==> src/hdl/msss_pkg.sv <==
// ---------------------------------------------------------------------------
// msss_pkg: shared types and constants for the seven-segment scan driver
// Digit encoding, BCD geometry and the converter status bundle.
// ---------------------------------------------------------------------------
`timescale 1ns / 1ps
`default_nettype none

package msss_pkg;

    localparam int VALUE_W  = 27;               // width of the input value
    localparam int DIGITS   = 8;                // BCD digits held by the converter
    localparam int BCD_W    = 4 * DIGITS;
    localparam int SEG_W    = 7;
    localparam int IDX_W    = 3;                // digit index 0..7
    localparam int STEP_W   = 5;                // conversion step count 0..26

    typedef logic [BCD_W-1:0] bcd_t;
    typedef logic [3:0]       digit_t;
    typedef logic [SEG_W-1:0] seg_t;

    typedef struct packed {
        logic busy;     // conversion running
        logic done;     // last shift happens this cycle
    } dab_stat_t;

    // 10^n, evaluated at elaboration only
    function automatic int unsigned pow10(input int n);
        int unsigned acc;
        acc = 1;
        for (int i = 0; i < n; i++) begin
            acc = acc * 10;
        end
        return acc;
    endfunction

    // active-high gfedcba pattern
    function automatic seg_t seg_encode(input digit_t d);
        seg_t s;
        unique case (d)
            4'd0:    s = 7'h3f;
            4'd1:    s = 7'h06;
            4'd2:    s = 7'h5b;
            4'd3:    s = 7'h4f;
            4'd4:    s = 7'h66;
            4'd5:    s = 7'h6d;
            4'd6:    s = 7'h7d;
            4'd7:    s = 7'h07;
            4'd8:    s = 7'h7f;
            4'd9:    s = 7'h6f;
            default: s = 7'h00;
        endcase
        return s;
    endfunction

endpackage

`default_nettype wire

==> src/hdl/msss_dabble.sv <==
// ---------------------------------------------------------------------------
// msss_dabble: iterative binary to BCD converter
// Shift-and-add-3, one input bit per cycle.
// ---------------------------------------------------------------------------
`timescale 1ns / 1ps
`default_nettype none

module msss_dabble (
    input  wire logic                          aclk,
    input  wire logic                          aresetn,
    input  wire logic                          start,
    input  wire logic [msss_pkg::VALUE_W-1:0]  value,
    output msss_pkg::bcd_t                     bcd,
    output msss_pkg::dab_stat_t                stat
);

    localparam logic [msss_pkg::STEP_W-1:0] LAST_STEP =
        msss_pkg::STEP_W'(msss_pkg::VALUE_W - 1);

    logic [msss_pkg::VALUE_W-1:0] bin_reg, bin_next;
    msss_pkg::bcd_t               bcd_reg, bcd_next;
    logic [msss_pkg::STEP_W-1:0]  step_reg, step_next;
    logic                         busy_reg, busy_next;
    msss_pkg::bcd_t               adj;

    // add 3 to every digit of 5 or more before the shift
    always_comb begin
        for (int i = 0; i < msss_pkg::DIGITS; i++) begin
            adj[4*i +: 4] = (bcd_reg[4*i +: 4] >= 4'd5) ? bcd_reg[4*i +: 4] + 4'd3
                                                         : bcd_reg[4*i +: 4];
        end
    end

    always_comb begin
        bin_next  = bin_reg;
        bcd_next  = bcd_reg;
        step_next = step_reg;
        busy_next = busy_reg;
        if (start) begin
            bin_next  = value;
            bcd_next  = '0;
            step_next = '0;
            busy_next = 1'b1;
        end else if (busy_reg) begin
            bcd_next  = {adj[msss_pkg::BCD_W-2:0], bin_reg[msss_pkg::VALUE_W-1]};
            bin_next  = {bin_reg[msss_pkg::VALUE_W-2:0], 1'b0};
            step_next = step_reg + 1'b1;
            if (step_reg == LAST_STEP) begin
                busy_next = 1'b0;
            end
        end
    end

    always_ff @(posedge aclk) begin
        if (!aresetn) begin
            busy_reg <= 1'b0;
            step_reg <= '0;
        end else begin
            busy_reg <= busy_next;
            step_reg <= step_next;
        end
        bin_reg <= bin_next;
        bcd_reg <= bcd_next;
    end

    assign bcd  = bcd_reg;
    assign stat = '{busy: busy_reg, done: busy_reg && (step_reg == LAST_STEP)};

endmodule

`default_nettype wire

==> src/hdl/multiplexed_seven_segment_scan.sv <==
// ---------------------------------------------------------------------------
// multiplexed_seven_segment_scan: 8-digit multiplexed 7-segment scan driver
// Converts a value to decimal and emits one digit transfer per shown digit,
// most significant first, leading zeros suppressed.
// ---------------------------------------------------------------------------
//  channel | direction | ports                                   | transfer
//  --------+-----------+-----------------------------------------+----------------
//  s_      | in        | s_valid s_ready s_value                 | one value
//  m_      | out       | m_valid m_ready m_line_a/b/c m_segments | one digit
//          |           | m_last_digit                            |
//
//  Sequence: a value in range is accepted, converted in the shift/add-3 unit,
//  scanned past its leading zeros from the top digit down, and then sent out
//  one digit per transfer, most significant first.
//  A value of 10^NUM_DIGITS or more is dropped in its accept cycle.
//  Reset (aresetn low, synchronous) returns to idle with no pending transfer.
//  Output stalls hold the sequencer; s_ready is high only when idle, and the
//  last digit may still sit in the output register while a new value enters.
// ---------------------------------------------------------------------------
`timescale 1ns / 1ps
`default_nettype none

module multiplexed_seven_segment_scan #(
    parameter int NUM_DIGITS = 8            // 1..8
) (
    input  wire logic                          aclk,
    input  wire logic                          aresetn,
    input  wire logic                          s_valid,
    output      logic                          s_ready,
    input  wire logic [msss_pkg::VALUE_W-1:0]  s_value,
    output      logic                          m_valid,
    input  wire logic                          m_ready,
    output      logic                          m_line_a,
    output      logic                          m_line_b,
    output      logic                          m_line_c,
    output      logic [msss_pkg::SEG_W-1:0]    m_segments,
    output      logic                          m_last_digit
);

    // largest shown value plus one; 10^8 still fits in 27 bits
    localparam logic [msss_pkg::VALUE_W-1:0] LIMIT =
        msss_pkg::VALUE_W'(msss_pkg::pow10(NUM_DIGITS));
    localparam logic [msss_pkg::IDX_W-1:0]   TOP_IDX =
        msss_pkg::IDX_W'(NUM_DIGITS - 1);

    localparam logic [1:0] ST_IDLE = 2'd0;
    localparam logic [1:0] ST_CONV = 2'd1;   // converter running
    localparam logic [1:0] ST_SCAN = 2'd2;   // skip leading zeros
    localparam logic [1:0] ST_EMIT = 2'd3;   // one digit per output slot

    logic [1:0]                  state_reg, state_next;
    logic [msss_pkg::IDX_W-1:0]  idx_reg, idx_next;
    logic                        m_valid_reg, m_valid_next;
    logic                        line_a_reg, line_b_reg, line_c_reg, last_reg;
    msss_pkg::seg_t              seg_reg;

    logic                        s_fire;
    logic                        in_range;
    logic                        start;
    logic                        load_out;
    msss_pkg::bcd_t              bcd;
    msss_pkg::dab_stat_t         dab_stat;
    msss_pkg::digit_t            cur_digit;

    msss_dabble u_dabble (
        .aclk    (aclk),
        .aresetn (aresetn),
        .start   (start),
        .value   (s_value),
        .bcd     (bcd),
        .stat    (dab_stat)
    );

    assign s_ready   = (state_reg == ST_IDLE);
    assign s_fire    = s_valid && s_ready;
    assign in_range  = (s_value < LIMIT);
    assign start     = s_fire && in_range;
    assign cur_digit = bcd[4*idx_reg +: 4];

    // output slot is free when empty or being drained this cycle
    assign load_out  = (state_reg == ST_EMIT) && (!m_valid_reg || m_ready);

    always_comb begin
        state_next   = state_reg;
        idx_next     = idx_reg;
        m_valid_next = m_valid_reg;
        if (m_valid_reg && m_ready) begin
            m_valid_next = 1'b0;
        end
        unique case (state_reg)
            ST_IDLE: begin
                if (start) begin
                    state_next = ST_CONV;
                end
            end
            ST_CONV: begin
                if (dab_stat.done) begin
                    state_next = ST_SCAN;
                    idx_next   = TOP_IDX;
                end
            end
            ST_SCAN: begin
                // zero itself shows as a single units digit
                if (idx_reg == '0 || cur_digit != 4'd0) begin
                    state_next = ST_EMIT;
                end else begin
                    idx_next = idx_reg - 1'b1;
                end
            end
            ST_EMIT: begin
                if (load_out) begin
                    m_valid_next = 1'b1;
                    if (idx_reg == '0) begin
                        state_next = ST_IDLE;
                    end else begin
                        idx_next = idx_reg - 1'b1;
                    end
                end
            end
            default: begin
                state_next = ST_IDLE;
            end
        endcase
    end

    always_ff @(posedge aclk) begin
        if (!aresetn) begin
            state_reg   <= ST_IDLE;
            idx_reg     <= '0;
            m_valid_reg <= 1'b0;
        end else begin
            state_reg   <= state_next;
            idx_reg     <= idx_next;
            m_valid_reg <= m_valid_next;
        end
        if (load_out) begin
            // select code is position minus one: b = bit 0, a = bit 1, c = bit 2
            line_a_reg <= idx_reg[1];
            line_b_reg <= idx_reg[0];
            line_c_reg <= idx_reg[2];
            seg_reg    <= msss_pkg::seg_encode(cur_digit);
            last_reg   <= (idx_reg == '0);
        end
    end

    assign m_valid      = m_valid_reg;
    assign m_line_a     = line_a_reg;
    assign m_line_b     = line_b_reg;
    assign m_line_c     = line_c_reg;
    assign m_segments   = seg_reg;
    assign m_last_digit = last_reg;

    // out-of-range values are dropped without leaving idle
    a_drop_large: assert property (@(posedge aclk) disable iff (!aresetn)
        (s_fire && !in_range) |=> (state_reg == ST_IDLE))
        else $error("out-of-range value started a run");

    // converter must be running for the whole conversion phase
    a_conv_busy: assert property (@(posedge aclk) disable iff (!aresetn)
        (state_reg == ST_CONV) |-> dab_stat.busy)
        else $error("conversion phase without busy converter");

    // converter only finishes while the sequencer waits for it
    a_done_in_conv: assert property (@(posedge aclk) disable iff (!aresetn)
        dab_stat.done |-> (state_reg == ST_CONV))
        else $error("converter finished outside conversion phase");

    // the units digit closes the run and carries the last flag
    a_last_closes: assert property (@(posedge aclk) disable iff (!aresetn)
        (load_out && idx_reg == '0) |=> (state_reg == ST_IDLE && m_valid && m_last_digit))
        else $error("run did not end on the units digit");

endmodule

`default_nettype wire

==> config.mk <==
export PLATFORM = sky130hd
export DESIGN_NAME = multiplexed_seven_segment_scan
export DESIGN_NICKNAME = d
export VERILOG_FILES = /design/src/hdl/msss_pkg.sv /design/src/hdl/msss_dabble.sv /design/src/hdl/multiplexed_seven_segment_scan.sv
export SDC_FILE = /design/constraint.sdc
export NUM_CORES = 1
export LEC_CHECK = 0
export BUFFER_PORTS_ARGS = -buffer_cell sky130_fd_sc_hd__buf_4
export CAP_MARGIN = 20
export CORE_UTILIZATION = 54
export CTS_CLUSTER_SIZE = 14
export DETAILED_ROUTE_END_ITERATION = 12
export HOLD_SLACK_MARGIN = 0.02
export PLACE_DENSITY = 0.77
export SLEW_MARGIN = 20
export SYNTH_ARGS = -nofsm -noshare
export SYNTH_HDL_FRONTEND = slang
export SYNTH_SLANG_ARGS = --single-unit
==> constraint.sdc <==
create_clock -name aclk -period 3.64 [get_ports aclk]
set_input_delay 0.546 -clock aclk [delete_from_list [all_inputs] [get_ports aclk]]
set_output_delay 0.546 -clock aclk [all_outputs]
set_load 0.05 [all_outputs]
==> key figures <==
Route
  • WL final: 8510 um
  • Post-DR vias/cell: around 5.6
  • Number of iterations in the first detailed-routing pass: 4
  • DR iter-0 viols: 205
  • DRC viols: 0
  • Routed via count: 3185
  • Post-DRT Antenna Nets: 0
  • Drt wl/cell: 15.0 um

Die
  • Initial Util: 56.6%
  • Row Count: 32
  • Die area: 8600 um2
  • Die height: between 90 and 100 um
  • # IOs: 44
  • Die W: 92.7 um
  • Total core area: a little under 8000 um2

Synth
  • Yosys top cell area share: between 20% and 30%
  • Synth Register Bits: 82
  • Seq/Total Area, Yosys: a little under half
  • Post-Syn Instances: between 400 and 500
  • Post-synth ARST share: 0%
  • Dominant cells by area after synthesis: edfxtp_1 (26%), dfxtp_1 (20%), ha_1 (8.4%)
  • Number of enable flip-flop cells after synthesis: 38
  • Yosys top cell by area: edfxtp_1
  • Syn Nets: 476
  • Most used DFF post-synth: dfxtp_1
  • YS warnings: 0
  • Post-synthesis cell type count: between 50 and 60
  • Post-Syn Area: 4450 um2
  • Syn Area/Cell: 10.7 um2

Setup path
  • Crit-path slowest cell: mux4_1
  • Slowest Stage Delay on Critical Path: 0.62 ns
  • Kind of end point of the critical path: flop
  • Worst EP arrival: 3.02 ns
  • Crit path cell chain: mux4_1 > mux2i_1 > ha_1 > a41oi_2 > or2_1 > a211oi_1
  • Setup CP Type: reg -> reg
  • Worst Setup Start Kind: flop
  • Req. time, crit path: 3.89 ns
  • Worst Path Max Fanout: 6

Global routing
  • Largest net degree at the start of global routing: 48
  • GRT Overall Usage: 21.7%
  • First-pass GRT wire length: 14300 um
  • Vias in the first global route: 3099
  • Initial antenna violation count: 0
  • Global route total overflow: 0

Clocking
  • Htree depth: 3
  • Post_cts resized: 0
  • Worst skew pair latency: between 0.3 and 0.4 ns
  • Hold buffers post-CTS: 0
  • CTS tree: done
  • Root Driver: clkbuf_8
  • Sink Count: a little over 80
  • CTS Buffer Depth: 2
  • TritonCTS Buffers: 9
  • Clock-pin slew on the worst setup and hold paths: 0.08 ns
  • # Post-CTS Setup Buffers: 0

STA
  • Clock Skew: 0.00979 ns
  • Fmax achieved: 361 MHz
  • Slew margin rel.: 40.1%
  • Final Hold Fails: 0
  • Final period util: 76.0%
  • Endpoints failing setup: 0
  • Setup tns final: 0 ns
  • Max-slew violations: 0
  • Worst Max-Slew Pin Slew: between 0.8 and 0.9 ns
  • RSZ-0062 raised after global routing: false
  • Min cycle time layout: 2.77 ns

Placement
  • Inst Count DP: around 550
  • PortBufs: 43
  • Final HPWL DP: 5980 um
  • Routability cong.: 0.825

Finish
  • Fraction of layout cells with a size suffix above 1: 20.2%
  • Final std cells w/o fill: 567
  • Ant diodes: 0
  • NumNets Final: 521
  • Number of flip-flops in the largest register: 32
  • Synth-to-layout area growth: 13.6%

Run status
  • Run status: finished, final reports clean

Worst hold path
  • Worst hold path type: in -> reg

Power
  • Peak supply drop: 0.000254 V
  • Power per Cell Area: 597 nW/um2
  • Total power: between 3000 and 4000 uW
  • Leakage power total: 0.00194 uW

Run
  • Max-cap viol count: 0
==> routing by layer <==
| layer | global-route usage (%) | vias up | routed length (um) |
|---|---|---|---|
| li1 | - | 1575 | - |
| met1 | 27.0 | 1532 | 3840 |
| met2 | 36.9 | 68 | 4200 |
| met3 | 4.19 | 10 | 326 |
| met4 | 8.85 | 0 | 131 |
| met5 | 0 | - | 0 |
==> cell usage in the layout (no fill, tap or decap), types with 2 or more instances in the layout <==
master,count
o21ai_0,25
o211ai_1,9
inv_1,28
and2_1,3
edfxtp_1,38
nor2b_1,4
ha_1,30
nor3_1,5
a21oi_1,28
mux4_1,6
xor2_1,3
mux4_2,2
o21a_1,2
mux2_2,23
clkbuf_1,4
nand4_1,3
dfxtp_1,44
clkbuf_8,9
nor2_1,18
a21o_1,7
a211oi_1,3
buf_4,50
clkinv_2,2
xnor2_1,16
mux2_1,2
nand3_1,17
nand2b_1,9
nand2_1,36
mux2i_1,15
==> power by group <==
part / switching (uW) / internal, uW
Sequential: 119 / 1230
Clock: 316 / 316
Combinational: 589 / 446
Total: 1020 / 1990
==> final timing paths <==
| kind | from | endpoint | slack [ns] | cells past startpoint |
|---|---|---|---|---|
| hold reg to reg | u_dabble.bcd[31] | u_dabble.bcd[31] | 0.50 | 2 |
| setup / recovery | idx_reg[1] | idx_reg[1] | 0.87 | 6 |
| setup reg to reg | idx_reg[1] | idx_reg[1] | 0.87 | 6 |
| hold / removal | aresetn | u_dabble.busy_reg | 0.45 | 2 |
==> cell type report <==
cell class	instances	area (um2)
Fill cell	619	2800
Multi-Input combinational cell	288	2240
Sequential cell	82	2020
Timing Repair Buffer	50	375
Clock buffer	13	139
Tap cell	102	128
Inverter	29	109
Clock inverter	3	40.0
==> cells in the mapped netlist (all sizes together), types with 2 or more instances <==
master and number:
and2 4, o21ai 26, nand2b 10, mux4 8
o21a 2, nand2 36, buf 7, edfxtp 38
a211oi 3, a21oi 28, mux2i 16, nor2b 4
ha 30, a21o 7, xnor2 16, nor3 5
nand3 17, nor2 19, inv 28, xor2 3
dfxtp 44, nand4 3, mux2 25, a41oi 2
o211ai 9, clkbuf 9
==> per-stage QoR <==
step | setup WS (ns) | hold slack (ns) | util (%) | cell area (um2)
after floorplan | 0.619 | 0.424 | - | 4450
after global placement | 0.798 | 0.457 | 62.1 | 4870
after detailed placement | 0.728 | 0.477 | 62.1 | 4870
after CTS | 0.877 | 0.438 | 64.3 | 5050
after global routing | 0.724 | 0.456 | 64.3 | 5050
final | 0.872 | 0.455 | 64.3 | 5050
==> worst max-delay path, delay by kind of cell (launching register included) <==
family,cells,cell delay [ns]
AOI/OAI and AO/OA,2,0.45
adders and majority gates,1,0.33
DFF,1,0.53
muxes,2,1.06
and+or+nand+nor,1,0.30
==> logic make-up (layout without fill, tap and decap cells) <==
| logic type | count (synthesis) | in the layout | share of synthesized area (%) |
|---|---|---|---|
| and+or+nand+nor | 107 | 107 | 11.7 |
| AOI/OAI and AO/OA | 83 | 83 | 11.4 |
| DFF | 82 | 82 | 45.5 |
| muxes | 49 | 49 | 14.8 |
| buffers and inverters | 45 | 95 | 4.47 |
| adders and majority gates | 30 | 30 | 8.44 |
| xor gates and xnor gates | 19 | 19 | 3.74 |
No activity file was read; power rests on OpenSTA's default activity.
